--- src/tsdg_pkg.sv ---
// shared types, constants and address map of the tile and sprite command generator
// no dependencies
package tsdg_pkg;

  // storage sizes
  localparam int unsigned MAP_TILES    = 2048;
  localparam int unsigned MAP_AW       = $clog2(MAP_TILES);
  localparam int unsigned SPR_WORDS    = 1024;
  localparam int unsigned SPR_AW       = $clog2(SPR_WORDS);
  localparam int unsigned SPR_IDX_W    = 10;

  // address map
  localparam logic [12:0] SPR_AREA     = 13'h02c0;   // 0x160000 >> 11
  localparam logic [11:0] FG_AREA      = 12'h320;    // 0x320000 >> 12
  localparam logic [11:0] BG_AREA      = 12'h322;    // 0x322000 >> 12
  localparam logic [23:0] SCRX0_ADDR   = 24'h300002;
  localparam logic [23:0] SCRX1_ADDR   = 24'h300006;
  localparam logic [23:0] SCRY0_ADDR   = 24'h300004;
  localparam logic [23:0] SCRY1_ADDR   = 24'h300008;
  localparam logic [23:0] BSEL_ADDR    = 24'h300000;
  localparam logic [23:0] GBANK_ADDR   = 24'h30000e;

  // screen arithmetic constants
  localparam logic [8:0]  SCRY_BIAS    = 9'd8;
  localparam logic [10:0] FG_SCRX_OFS  = 11'd1;
  localparam logic [10:0] BG_SCRX_OFS  = 11'd5;
  localparam logic [10:0] SPR_X_ORG    = 11'h13b;
  localparam logic [9:0]  SPR_Y_ORG    = 10'h101;
  localparam logic [8:0]  SPR_X_BIAS   = 9'h010;
  localparam logic [8:0]  SPR_Y_BIAS   = 9'd8;
  localparam logic [11:0] X_WRAP       = 12'h400;
  localparam logic [10:0] Y_WRAP       = 11'h200;
  localparam int          WRAP_LIMIT   = -15;

  typedef enum logic [1:0] {
    REQ_WORD   = 2'd0,
    REQ_BYTE   = 2'd1,
    REQ_TILE   = 2'd2,
    REQ_SPRITE = 2'd3
  } req_e;

  typedef enum logic [3:0] {
    OP_FG_WR,
    OP_BG_WR,
    OP_SPR_WR,
    OP_SCRX_WR,
    OP_SCRY_WR,
    OP_BSEL_WR,
    OP_GBANK_WR,
    OP_TILE,
    OP_SPRITE
  } op_e;

  typedef enum logic [2:0] {
    B_CLEAR,
    B_IDLE,
    B_TILE,
    B_SPR0,
    B_SPR1,
    B_SPR2,
    B_EMIT
  } back_state_e;

  // decoded command from the front part
  typedef struct packed {
    op_e         op;
    logic [10:0] addr;     // map word, sprite word, map offset or register index
    logic [15:0] wdata;
    logic        lane_hi;
    logic        lane_lo;
    logic        layer;
    logic [10:0] idx;
  } cmd_t;

  // one draw command
  typedef struct packed {
    logic [14:0]        tile_code;
    logic signed [10:0] pos_x;
    logic signed [9:0]  pos_y;
    logic [6:0]         color;
    logic               flip_x;
    logic               flip_y;
    logic               sprite_graphics;
    logic               opaque;
    logic               last;
  } result_t;

endpackage

--- src/tsdg_cmd_queue.sv ---
// two-entry command queue between the front and back parts
// depends on tsdg_pkg
module tsdg_cmd_queue (
  input  logic           clk_i,
  input  logic           rst_ni,
  input  logic           push_i,
  input  tsdg_pkg::cmd_t cmd_i,
  output logic           full_o,
  input  logic           pop_i,
  output logic           valid_o,
  output tsdg_pkg::cmd_t head_o
);

  tsdg_pkg::cmd_t entry_q [2];
  logic           wr_ptr_q, wr_ptr_d;
  logic           rd_ptr_q, rd_ptr_d;
  logic [1:0]     cnt_q, cnt_d;
  logic           do_push;
  logic           do_pop;

  assign full_o  = cnt_q == 2'd2;
  assign valid_o = cnt_q != 2'd0;
  assign head_o  = entry_q[rd_ptr_q];
  assign do_push = push_i && !full_o;
  assign do_pop  = pop_i && valid_o;

  // pointer and fill count update
  always_comb begin
    wr_ptr_d = do_push ? !wr_ptr_q : wr_ptr_q;
    rd_ptr_d = do_pop ? !rd_ptr_q : rd_ptr_q;
    cnt_d    = cnt_q + {1'b0, do_push} - {1'b0, do_pop};
  end

  always_ff @(posedge clk_i or negedge rst_ni) begin
    if (!rst_ni) begin
      wr_ptr_q <= 1'b0;
      rd_ptr_q <= 1'b0;
      cnt_q    <= 2'd0;
    end else begin
      wr_ptr_q <= wr_ptr_d;
      rd_ptr_q <= rd_ptr_d;
      cnt_q    <= cnt_d;
    end
  end

  // entry storage
  always_ff @(posedge clk_i) begin
    if (do_push) begin
      entry_q[wr_ptr_q] <= cmd_i;
    end
  end

endmodule

--- config.mk ---
export PLATFORM = sky130hd
export DESIGN_NAME = tsdg_cmd_queue
export DESIGN_NICKNAME = d
export VERILOG_FILES = /design/src/tsdg_pkg.sv /design/src/tsdg_cmd_queue.sv
export SDC_FILE = /design/constraint.sdc
export NUM_CORES = 1
export LEC_CHECK = 0
export BUFFER_PORTS_ARGS = -buffer_cell sky130_fd_sc_hd__buf_2
export CELL_PAD_IN_SITES_DETAIL_PLACEMENT = 1
export CELL_PAD_IN_SITES_GLOBAL_PLACEMENT = 1
export CORE_MARGIN = 2
export CORE_UTILIZATION = 47
export DETAILED_ROUTE_END_ITERATION = 7
export PLACE_DENSITY = 0.82
export SLEW_MARGIN = 20
export SYNTH_ARGS = -nofsm -noshare
export SYNTH_HDL_FRONTEND = slang
export SYNTH_SLANG_ARGS = --single-unit
--- constraint.sdc ---
create_clock -name clk_i -period 5.7 [get_ports clk_i]
set_input_delay 1.14 -clock clk_i [delete_from_list [all_inputs] [get_ports clk_i]]
set_output_delay 1.14 -clock clk_i [all_outputs]
set_load 0.05 [all_outputs]
==> flow_summary.yaml <==
cells_and_area:
  drive_gt1_share_pct: 60.2
  antenna_cells: 0
  layout.nets: 312
  areaGrowthSynthToFinish_pct: 20.5
  fillers: 671
  finalNonFillerCells: 365
  utilization_pct: 59.4
cts:
  clock_sinks: 94
  cts_root_buffer: "clkbuf_8"
  cts_hold_buf: 0
  clk_latency_ns: 0.36
  clkTransAtPathRegs_ns: 0.08
  post-cts-setup-buffer-count: 0
  cts-htree-levels: 3
  cts_buffer_depth: 2
  cts_tree: "done"
  cts_inserted_buffers: 9
  cts_resized: 0
global_routing:
  grt_overflow: 0
  grtUsageMet2_pct: 25.1
  grt_pass1_wl_um: 10000
  grt_use_total_pct: 16.4
  grt_pass1_vias: 1827
  busiest_layer: "met2"
  grt_start_max_net_pins: 46
  use_met1_pct: 22.0
  antenna_found_initial: 0
  met3_usage_pct: 4.44
timing:
  grt_setup_unrepaired: "false"
  setup_ws_ns: 2.21
  hold_viol_final: 0
  fin_crit_ns: 3.49
  max_slew_margin_pct: 48.5
  finalClockSkew_ns: 0.00588
  post-route-period-util_pct: 61.2
  drv_slew: 0
  fin_setup_tns_ns: 0
  setup_viol: 0
  fmax_mhz: 287
  worst_pin_slew_ns: 0.773
yosys:
  synth_async_sr_flop_share_pct: 4.26
  synth-seq-cells: 94
  ys_warn_count: 0
  syn_inst: 158
  synth_top_area_share_pct: 74.8
  synth_ff_type: "edfxtp_1"
  synth_nets: 209
  synth_common_cells: "90 x edfxtp_1, 39 x mux2_4, 6 x mux2_2"
  synth_most_common_cell: "edfxtp_1"
  synth_edf_count: 90
  synth-seq-area-share_pct: 77.5
  synth_area_per_cell_um2: 22.9
  ys_top_cells_by_area: "edfxtp_1 75%, mux2_4 16%, dfrtp_1 2.8%"
  syn-cell-area_mm2: 0.00361
  yosysUniqueCellTypes: 15
  synth_top_area_cell: "edfxtp_1"
placed_design:
  pre_cts_ws_ns: 2.55
  numPortBuffers: 95
  hpwl_um: 4470
  gp_congestion: 0.684
  placedCellCount: 349
power_and_ir_drop:
  cellInternalPower_uw: 1490
  comb_power_share_pct: 45.1
  vdd_drop_max_v: 0.000367
  clockPowerShare_pct: 14.7
  power_density_mw_per_mm2: 596
  seqPwrFrac_pct: 40.1
  p_sw_share_pct: 42.7
  finalPower_uw: 2590
  power.switching_uw: 1110
  p_leak_uw: 0.00174
worst_setup_path:
  worstPathMaxFanout: 25
  worstSetupEndpointType: "primary output"
  critPathArrivalTime_ns: 2.35
  path_class: "reg -> out"
  crit_path_start_kind: "flop"
  critPathRequiredTime_ns: 4.56
  worst-r2r-cell-count: 4
  reg2reg_slack_ns: 3.82
route:
  route.detailed.wl_per_inst_um: 17.7
  firstDrtPassIters: 4
  wl_um: 6450
  detail-route-antenna-nets: 0
  num_vias: 1778
  viasPerCell: 4.87
  drt_iter0_drc: 77
  drc_errors: 0
min_path:
  hp-class: "in -> async"
floorplan:
  die_h_um: 91.7
  row_count: 31
  fp.dieW_um: 91.7
  coreArea_mm2: 0.00733
  dieArea_mm2: 0.00841
  io_pins: 96
  initial_core_util_pct: 49.3
run_status:
  status: "finished clean"
job:
  drv_cap: 0
==> logic make-up after synthesis <==
logic type               Yosys count  synth area share (%)
buffers and inverters              7                  1.77
AND/OR/NAND/NOR                    6                 0.969
multiplexers                      45                  18.1
flip-flops                        94                  77.5
adder cells (fa/ha/maj)            2                 0.692
XOR/XNOR                           4                 0.969
==> cell usage in the layout (no fill, tap or decap), drive strengths merged <==
master	Yosys	final
buf	5	97
and3	1	1
ha	2	2
dfrtp	4	4
mux2	45	45
clkinvlp	0	3
nand2b	1	1
clkinv	0	2
inv	2	2
nor2	1	1
nand2	1	1
or2	1	1
clkbuf	0	11
and2	1	1
edfxtp	90	90
xor2	1	1
xnor2	3	3
==> metrics by stage <==
| stage | instance area, um^2 | hold slack (ns) |
|---|---|---|
| after detailed placement | 4180 | 0.546 |
| final | 4350 | 0.578 |
| after global routing | 4350 | 0.568 |
| after floorplan | 3610 | 0.460 |
| after global placement | 4180 | 0.509 |
| after CTS | 4350 | 0.564 |
==> critical path: stages (launching register included) <==
cell and delay (ns):
dfrtp_2 0.88, buf_4 0.50, mux2_2 0.39, buf_2 0.21
==> power by group through the flow <==
stage / Combinational, uW / Clock [uW] / Sequential (uW)
2_1_floorplan: 1030 / 0 / 999
3_3_place_gp: 1170 / 0 / 1050
3_5_place_dp: 1180 / 0 / 1060
4_1_cts: 1190 / 394 / 1050
5_1_grt: 1230 / 418 / 1060
6_report: 1170 / 382 / 1040
==> flip-flops by register name, indices dropped and copies added, names as in the netlist <==
name	count
entry_q	90
cnt_q	2
rd_ptr_q	1
wr_ptr_q	1
==> final timing paths <==
kind,from,to
worst max register to register,cnt_q[0],entry_q[0][44]
worst max-delay path,rd_ptr_q,head_o[0]
max in group asynchronous,rst_ni,rd_ptr_q
worst min-delay path,rst_ni,wr_ptr_q
worst min register to register,cnt_q[0],cnt_q[0]
min in group clk_i,cnt_q[0],cnt_q[0]
==> area by class of cell <==
cell class	count	area (um^2)	share of cell area (%)
inverter	2	7.51	0.172
tap	99	124	2.84
clock inverter	5	36.3	0.833
clock buffer	11	131	3.02
timing repair buffer	97	490	11.3
sequential	94	2800	64.4
multi-input combinational	57	761	17.5
==> routing by layer <==
layer | wire [um] | part of all wire (%) | vias to the layer above
met5 | 0 | 0 | -
met4 | 169 | 2.6 | 0
met3 | 414 | 6.4 | 15
met2 | 3090 | 48 | 81
met1 | 2780 | 43 | 863
li1 | - | - | 819
Note: power is estimated with default switching activity, not from simulation.
