## config.mk

```make
export PLATFORM = sky130hd
export DESIGN_NAME = tsdg_front
export DESIGN_NICKNAME = d
export VERILOG_FILES = /design/src/tsdg_pkg.sv /design/src/tsdg_front.sv
export SDC_FILE = /design/constraint.sdc
export NUM_CORES = 1
export LEC_CHECK = 0
export BUFFER_PORTS_ARGS = -buffer_cell sky130_fd_sc_hd__buf_2
export CELL_PAD_IN_SITES_DETAIL_PLACEMENT = 0
export CELL_PAD_IN_SITES_GLOBAL_PLACEMENT = 1
export CORE_UTILIZATION = 25
export DETAILED_ROUTE_END_ITERATION = 16
export PLACE_DENSITY_LB_ADDON = 0.1
export SLEW_MARGIN = 20
export SYNTH_ARGS = -nofsm -noshare
export SYNTH_HDL_FRONTEND = slang
export SYNTH_SLANG_ARGS = --single-unit
```

## constraint.sdc

```tcl
create_clock -name vclk -period 4.6
set_clock_uncertainty 0.15 [all_clocks]
set_input_delay 0.46 -clock vclk [all_inputs]
set_output_delay 0.46 -clock vclk [all_outputs]
set_load 0.01 [all_outputs]
```

## src/tsdg_pkg.sv

```systemverilog
// shared types, constants and address map of the tile and sprite command generator
// no dependencies
package tsdg_pkg;

  // storage sizes
  localparam int unsigned MAP_TILES    = 2048;
  localparam int unsigned MAP_AW       = $clog2(MAP_TILES);
  localparam int unsigned SPR_WORDS    = 1024;
  localparam int unsigned SPR_AW       = $clog2(SPR_WORDS);
  localparam int unsigned SPR_IDX_W    = 10;

  // address map
  localparam logic [12:0] SPR_AREA     = 13'h02c0;   // 0x160000 >> 11
  localparam logic [11:0] FG_AREA      = 12'h320;    // 0x320000 >> 12
  localparam logic [11:0] BG_AREA      = 12'h322;    // 0x322000 >> 12
  localparam logic [23:0] SCRX0_ADDR   = 24'h300002;
  localparam logic [23:0] SCRX1_ADDR   = 24'h300006;
  localparam logic [23:0] SCRY0_ADDR   = 24'h300004;
  localparam logic [23:0] SCRY1_ADDR   = 24'h300008;
  localparam logic [23:0] BSEL_ADDR    = 24'h300000;
  localparam logic [23:0] GBANK_ADDR   = 24'h30000e;

  // screen arithmetic constants
  localparam logic [8:0]  SCRY_BIAS    = 9'd8;
  localparam logic [10:0] FG_SCRX_OFS  = 11'd1;
  localparam logic [10:0] BG_SCRX_OFS  = 11'd5;
  localparam logic [10:0] SPR_X_ORG    = 11'h13b;
  localparam logic [9:0]  SPR_Y_ORG    = 10'h101;
  localparam logic [8:0]  SPR_X_BIAS   = 9'h010;
  localparam logic [8:0]  SPR_Y_BIAS   = 9'd8;
  localparam logic [11:0] X_WRAP       = 12'h400;
  localparam logic [10:0] Y_WRAP       = 11'h200;
  localparam int          WRAP_LIMIT   = -15;

  typedef enum logic [1:0] {
    REQ_WORD   = 2'd0,
    REQ_BYTE   = 2'd1,
    REQ_TILE   = 2'd2,
    REQ_SPRITE = 2'd3
  } req_e;

  typedef enum logic [3:0] {
    OP_FG_WR,
    OP_BG_WR,
    OP_SPR_WR,
    OP_SCRX_WR,
    OP_SCRY_WR,
    OP_BSEL_WR,
    OP_GBANK_WR,
    OP_TILE,
    OP_SPRITE
  } op_e;

  typedef enum logic [2:0] {
    B_CLEAR,
    B_IDLE,
    B_TILE,
    B_SPR0,
    B_SPR1,
    B_SPR2,
    B_EMIT
  } back_state_e;

  // decoded command from the front part
  typedef struct packed {
    op_e         op;
    logic [10:0] addr;     // map word, sprite word, map offset or register index
    logic [15:0] wdata;
    logic        lane_hi;
    logic        lane_lo;
    logic        layer;
    logic [10:0] idx;
  } cmd_t;

  // one draw command
  typedef struct packed {
    logic [14:0]        tile_code;
    logic signed [10:0] pos_x;
    logic signed [9:0]  pos_y;
    logic [6:0]         color;
    logic               flip_x;
    logic               flip_y;
    logic               sprite_graphics;
    logic               opaque;
    logic               last;
  } result_t;

endpackage

```

## src/tsdg_front.sv

```systemverilog
// front part: accepts requests, decodes bus addresses and classifies them
// depends on tsdg_pkg
module tsdg_front (
  input  logic          accept_i,
  input  logic [1:0]    req_type_i,
  input  logic [23:0]   bus_address_i,
  input  logic [15:0]   bus_data_i,
  input  logic          layer_select_i,
  input  logic [10:0]   item_index_i,
  output logic          cmd_push_o,
  output tsdg_pkg::cmd_t cmd_o
);

  logic        in_spr;
  logic        in_fg;
  logic        in_bg;
  logic        spr_ok;
  logic [23:0] word_addr;
  logic [7:0]  byte_data;
  logic        mapped;

  // address window decode
  assign in_spr    = bus_address_i[23:11] == tsdg_pkg::SPR_AREA;
  assign in_fg     = bus_address_i[23:12] == tsdg_pkg::FG_AREA;
  assign in_bg     = bus_address_i[23:12] == tsdg_pkg::BG_AREA;
  assign spr_ok    = {1'b0, bus_address_i[10:1]} < (tsdg_pkg::SPR_IDX_W + 1)'(tsdg_pkg::SPR_WORDS);
  assign word_addr = {bus_address_i[23:1], 1'b0};
  assign byte_data = bus_data_i[7:0];

  // classify the request into a command word
  always_comb begin
    cmd_o         = '0;
    cmd_o.op      = tsdg_pkg::OP_TILE;
    cmd_o.layer   = layer_select_i;
    cmd_o.idx     = item_index_i;
    mapped        = 1'b1;
    unique case (tsdg_pkg::req_e'(req_type_i))
      tsdg_pkg::REQ_WORD, tsdg_pkg::REQ_BYTE: begin
        if (req_type_i == tsdg_pkg::REQ_WORD) begin
          cmd_o.lane_hi = 1'b1;
          cmd_o.lane_lo = 1'b1;
          cmd_o.wdata   = bus_data_i;
        end else begin
          // even address is the high byte
          cmd_o.lane_hi = !bus_address_i[0];
          cmd_o.lane_lo = bus_address_i[0];
          cmd_o.wdata   = {byte_data, byte_data};
        end
        priority if (in_spr) begin
          cmd_o.op   = tsdg_pkg::OP_SPR_WR;
          cmd_o.addr = {1'b0, bus_address_i[10:1]};
          mapped     = spr_ok;
        end else if (in_fg) begin
          cmd_o.op   = tsdg_pkg::OP_FG_WR;
          cmd_o.addr = bus_address_i[11:1];
        end else if (in_bg) begin
          cmd_o.op   = tsdg_pkg::OP_BG_WR;
          cmd_o.addr = bus_address_i[11:1];
        end else if (req_type_i == tsdg_pkg::REQ_WORD) begin
          cmd_o.wdata = '0;
          priority if (word_addr == tsdg_pkg::SCRX0_ADDR ||
                       word_addr == tsdg_pkg::SCRX1_ADDR) begin
            cmd_o.op          = tsdg_pkg::OP_SCRX_WR;
            cmd_o.addr        = {10'd0, word_addr == tsdg_pkg::SCRX1_ADDR};
            cmd_o.wdata[9:0]  = bus_data_i[9:0];
          end else if (word_addr == tsdg_pkg::SCRY0_ADDR ||
                       word_addr == tsdg_pkg::SCRY1_ADDR) begin
            cmd_o.op          = tsdg_pkg::OP_SCRY_WR;
            cmd_o.addr        = {10'd0, word_addr == tsdg_pkg::SCRY1_ADDR};
            cmd_o.wdata[8:0]  = bus_data_i[8:0] + tsdg_pkg::SCRY_BIAS;
          end else begin
            mapped = 1'b0;
          end
        end else begin
          cmd_o.wdata = '0;
          priority if (bus_address_i == tsdg_pkg::BSEL_ADDR) begin
            cmd_o.op         = tsdg_pkg::OP_BSEL_WR;
            cmd_o.wdata[1:0] = byte_data[1:0];
          end else if (bus_address_i == tsdg_pkg::GBANK_ADDR) begin
            cmd_o.op         = tsdg_pkg::OP_GBANK_WR;
            cmd_o.wdata[3:0] = byte_data[3:0];
          end else begin
            mapped = 1'b0;
          end
        end
      end
      tsdg_pkg::REQ_TILE: begin
        // permuted map offset
        cmd_o.op   = tsdg_pkg::OP_TILE;
        cmd_o.addr = {item_index_i[5], item_index_i[10:6], item_index_i[4:0]};
      end
      tsdg_pkg::REQ_SPRITE: begin
        cmd_o.op = tsdg_pkg::OP_SPRITE;
      end
      default: begin
        mapped = 1'b0;
      end
    endcase
  end

  // unmapped writes are taken and dropped
  assign cmd_push_o = accept_i && mapped;

endmodule

```

==> flow_summary.ini <==
[synthesis]
synth_fa_ha_area_share_pct = 1.261
synthMuxAreaShare_pct = 7.062
synth_cells = 141
synth_top_family_by_area = simple AND/OR/NAND/NOR gates
ys_types = 53
synth_top_cell_by_area = buf_4
synth_warnings = 0
synth_xor_xnor_area_share_pct = 2.648
synth_area_leaders = buf_4 (9.1%), mux2i_1 (7.1%), a22o_1 (6.2%)
synth_compound_area_share_pct = 35.31
synth.avg_cell_area_um2 = 7.037
synth.yosys.seq_area_share_pct = 0
yosys.area_share.simple_pct = 38.71
syn_nets = 197
synth_top_area_share_pct = 9.079
netlist_area_um2 = 992.2

[floorplanning]
std_cell_rows = 22
pin_count = 101
initial_utilization_pct = 26.50
fp.dieH_um = 65
die_area_mm2 = 0.004225
fp.coreArea_mm2 = 0.003744
die_w_um = 65

[pwr]
p_int_w = 0.00004385
powerDensity_mw_per_mm2 = 66.27
switching_share_pct = 53.45
power_switching_w = 0.00005035
leakage_nw = 0.7514
clock_power_share_pct = 0
power_frac_seq_pct = 0
p_total_w = 0.00009420
vdd_ir_drop_max_mv = 0.02425
share_comb_of_total_power_pct = 100.0

[timing]
slew_headroom_pct = 53.81
rsz0062_at_grt = false
hold_violations = 0
maxSlewViolCount = 0
fin_crit_ns = 2.893
worst_slew_pin_slew_ns = 0.6903
fmax_mhz = 345.6
setup_viol = 0
tns_ns = 0
fin_crit_sh_pct = 62.90

[global_route]
grt_pass1_wl_um = 5526
grtUsageTotal_pct = 15.91
grt_antenna_before_repair = 0
grt_overflow = 0
grt_pass1_vias = 1235
grt_start_max_net_pins = 22

[setup_path]
critical-path-max-stage-delay_ns = 0.59
cp-end-kind = output pin
cp_slowest_cell = nor4b_1
cp_max_fo = 8
crit_top_cell = buf_2
critPathArrivalTime_ns = 2.28
crit_path_cell_trace = buf_2 -> nor4b_1 -> o2111ai_1 -> nor2_1 -> a22o_2 -> buf_2
critPathLaunchType = input pin
worstPathRequired_ns = 3.99
crit_type = in2out

[route]
ant_nets = 0
dr.max_layer_used = met3
drc = 0
wl_met1_um = 1526
wl_met3_um = 169
met2WireLength_um = 1784
wire_per_inst_um = 12.94
drt_first_pass_iters = 4
via_count = 1369
viasPerCell = 5.089
routed_wl_um = 3480
drtIter0Drc = 34

[finish]
n_antenna_cell = 0
nFlopsAndLatches = 0
finalNonFillerCells = 269
clkbuf_count = 0
area_delta_synth_final_pct = 43.25
drive_gt1_share_pct = 51.58
multiInputGateArea_um2 = 843.3
nNetsFinal = 279
seq_area_um2 = 0
fillers = 464

[place]
port_buffers = 99
dp_cells = 269
dpl.hpwl_um = 2952
gp_congestion = 0.8738

[cts]
cts_setup_buffers = 0
cts_hold_buf = 0
ctsResizeCount = 0

[worst_hold_path]
hold_path_class = in2out

[run]
drv_cap = 0

[run_status]
status = finished clean
[cells in the mapped netlist, drive strengths merged (4+ instances only)]
cell type and instances:
nor3 4, nor4 6, nor3b 4, nand2 10, o21ai 6, nor4b 4
buf 16, a22o 8, nand3 5, inv 6, nor2 15, a21oi 6
mux2i 7
[worst max-delay path, delay by kind of cell]
family / cells / cell delay (ns)
AOI/OAI and AO/OA: 2 / 0.54
buffers and inverters: 2 / 0.23
and+or+nand+nor: 2 / 1.05
[metal layers]
metal  GRT usage, %  vias up
met5              0        -
met4              0        0
met3         0.1761        0
met2          31.38       43
met1          20.00      633
li1               -      693
[power by group through the flow]
stage | logic (W) | registers, W | clock network, W
detailed placement | 0.0000948 | 0 | 0
global placement | 0.0000937 | 0 | 0
finish | 0.0000942 | 0 | 0
global route | 0.000104 | 0 | 0
CTS | 0.0000952 | 0 | 0
floorplan | 0.0000553 | 0 | 0
[kinds of logic (layout without fill, tap and decap cells)]
| group | Yosys count | in the layout |
|---|---|---|
| adders and majority gates | 1 | 1 |
| xor gates and xnor gates | 3 | 3 |
| and+or+nand+nor | 61 | 61 |
| buffers and inverters | 25 | 105 |
| muxes | 7 | 7 |
| AOI/OAI and AO/OA | 44 | 44 |
[cell type report]
| cell class | count | area share, % |
|---|---|---|
| Inverter | 6 | 1.585 |
| Timing Repair Buffer | 99 | 34.86 |
| Multi-Input combinational cell | 116 | 59.33 |
| Tap cell | 48 | 4.225 |
[through the flow]
stage / setup slack (ns) / hold WS, ns / utilization, % / area [µm²]
final: 1.707 / 0.7700 / 37.97 / 1421
after global routing: 1.433 / 0.7700 / 37.97 / 1421
after CTS: 1.665 / 0.7701 / 37.97 / 1421
after detailed placement: 1.672 / 0.7701 / 37.97 / 1421
after global placement: 1.632 / 0.7701 / 37.97 / 1421
after floorplan: 2.106 / 0.8515 / - / 992.2
[worst paths after layout]
| check | from | to | slack (ns) | cells past startpoint |
|---|---|---|---|---|
| min | layer_select_i | cmd_o[11] | 0.77 | 0 |
| max | bus_address_i[11] | cmd_o[31] | 1.71 | 6 |
[cells in the final DEF, fill, tap and decap left out, drive strengths merged, types with 2 or more instances in the layout]
cell    count
a211oi      2
a21oi       6
a22o        8
a31oi       2
and2        2
and3        2
buf        99
inv         6
mux2i       7
nand2      10
nand2b      2
nand3       5
nand3b      2
nor2       15
nor3        4
nor3b       4
nor4        6
nor4b       4
o21ai       6
o22ai       2
o31a        2
xnor2       2
No activity file was read; power rests on OpenSTA's default activity.
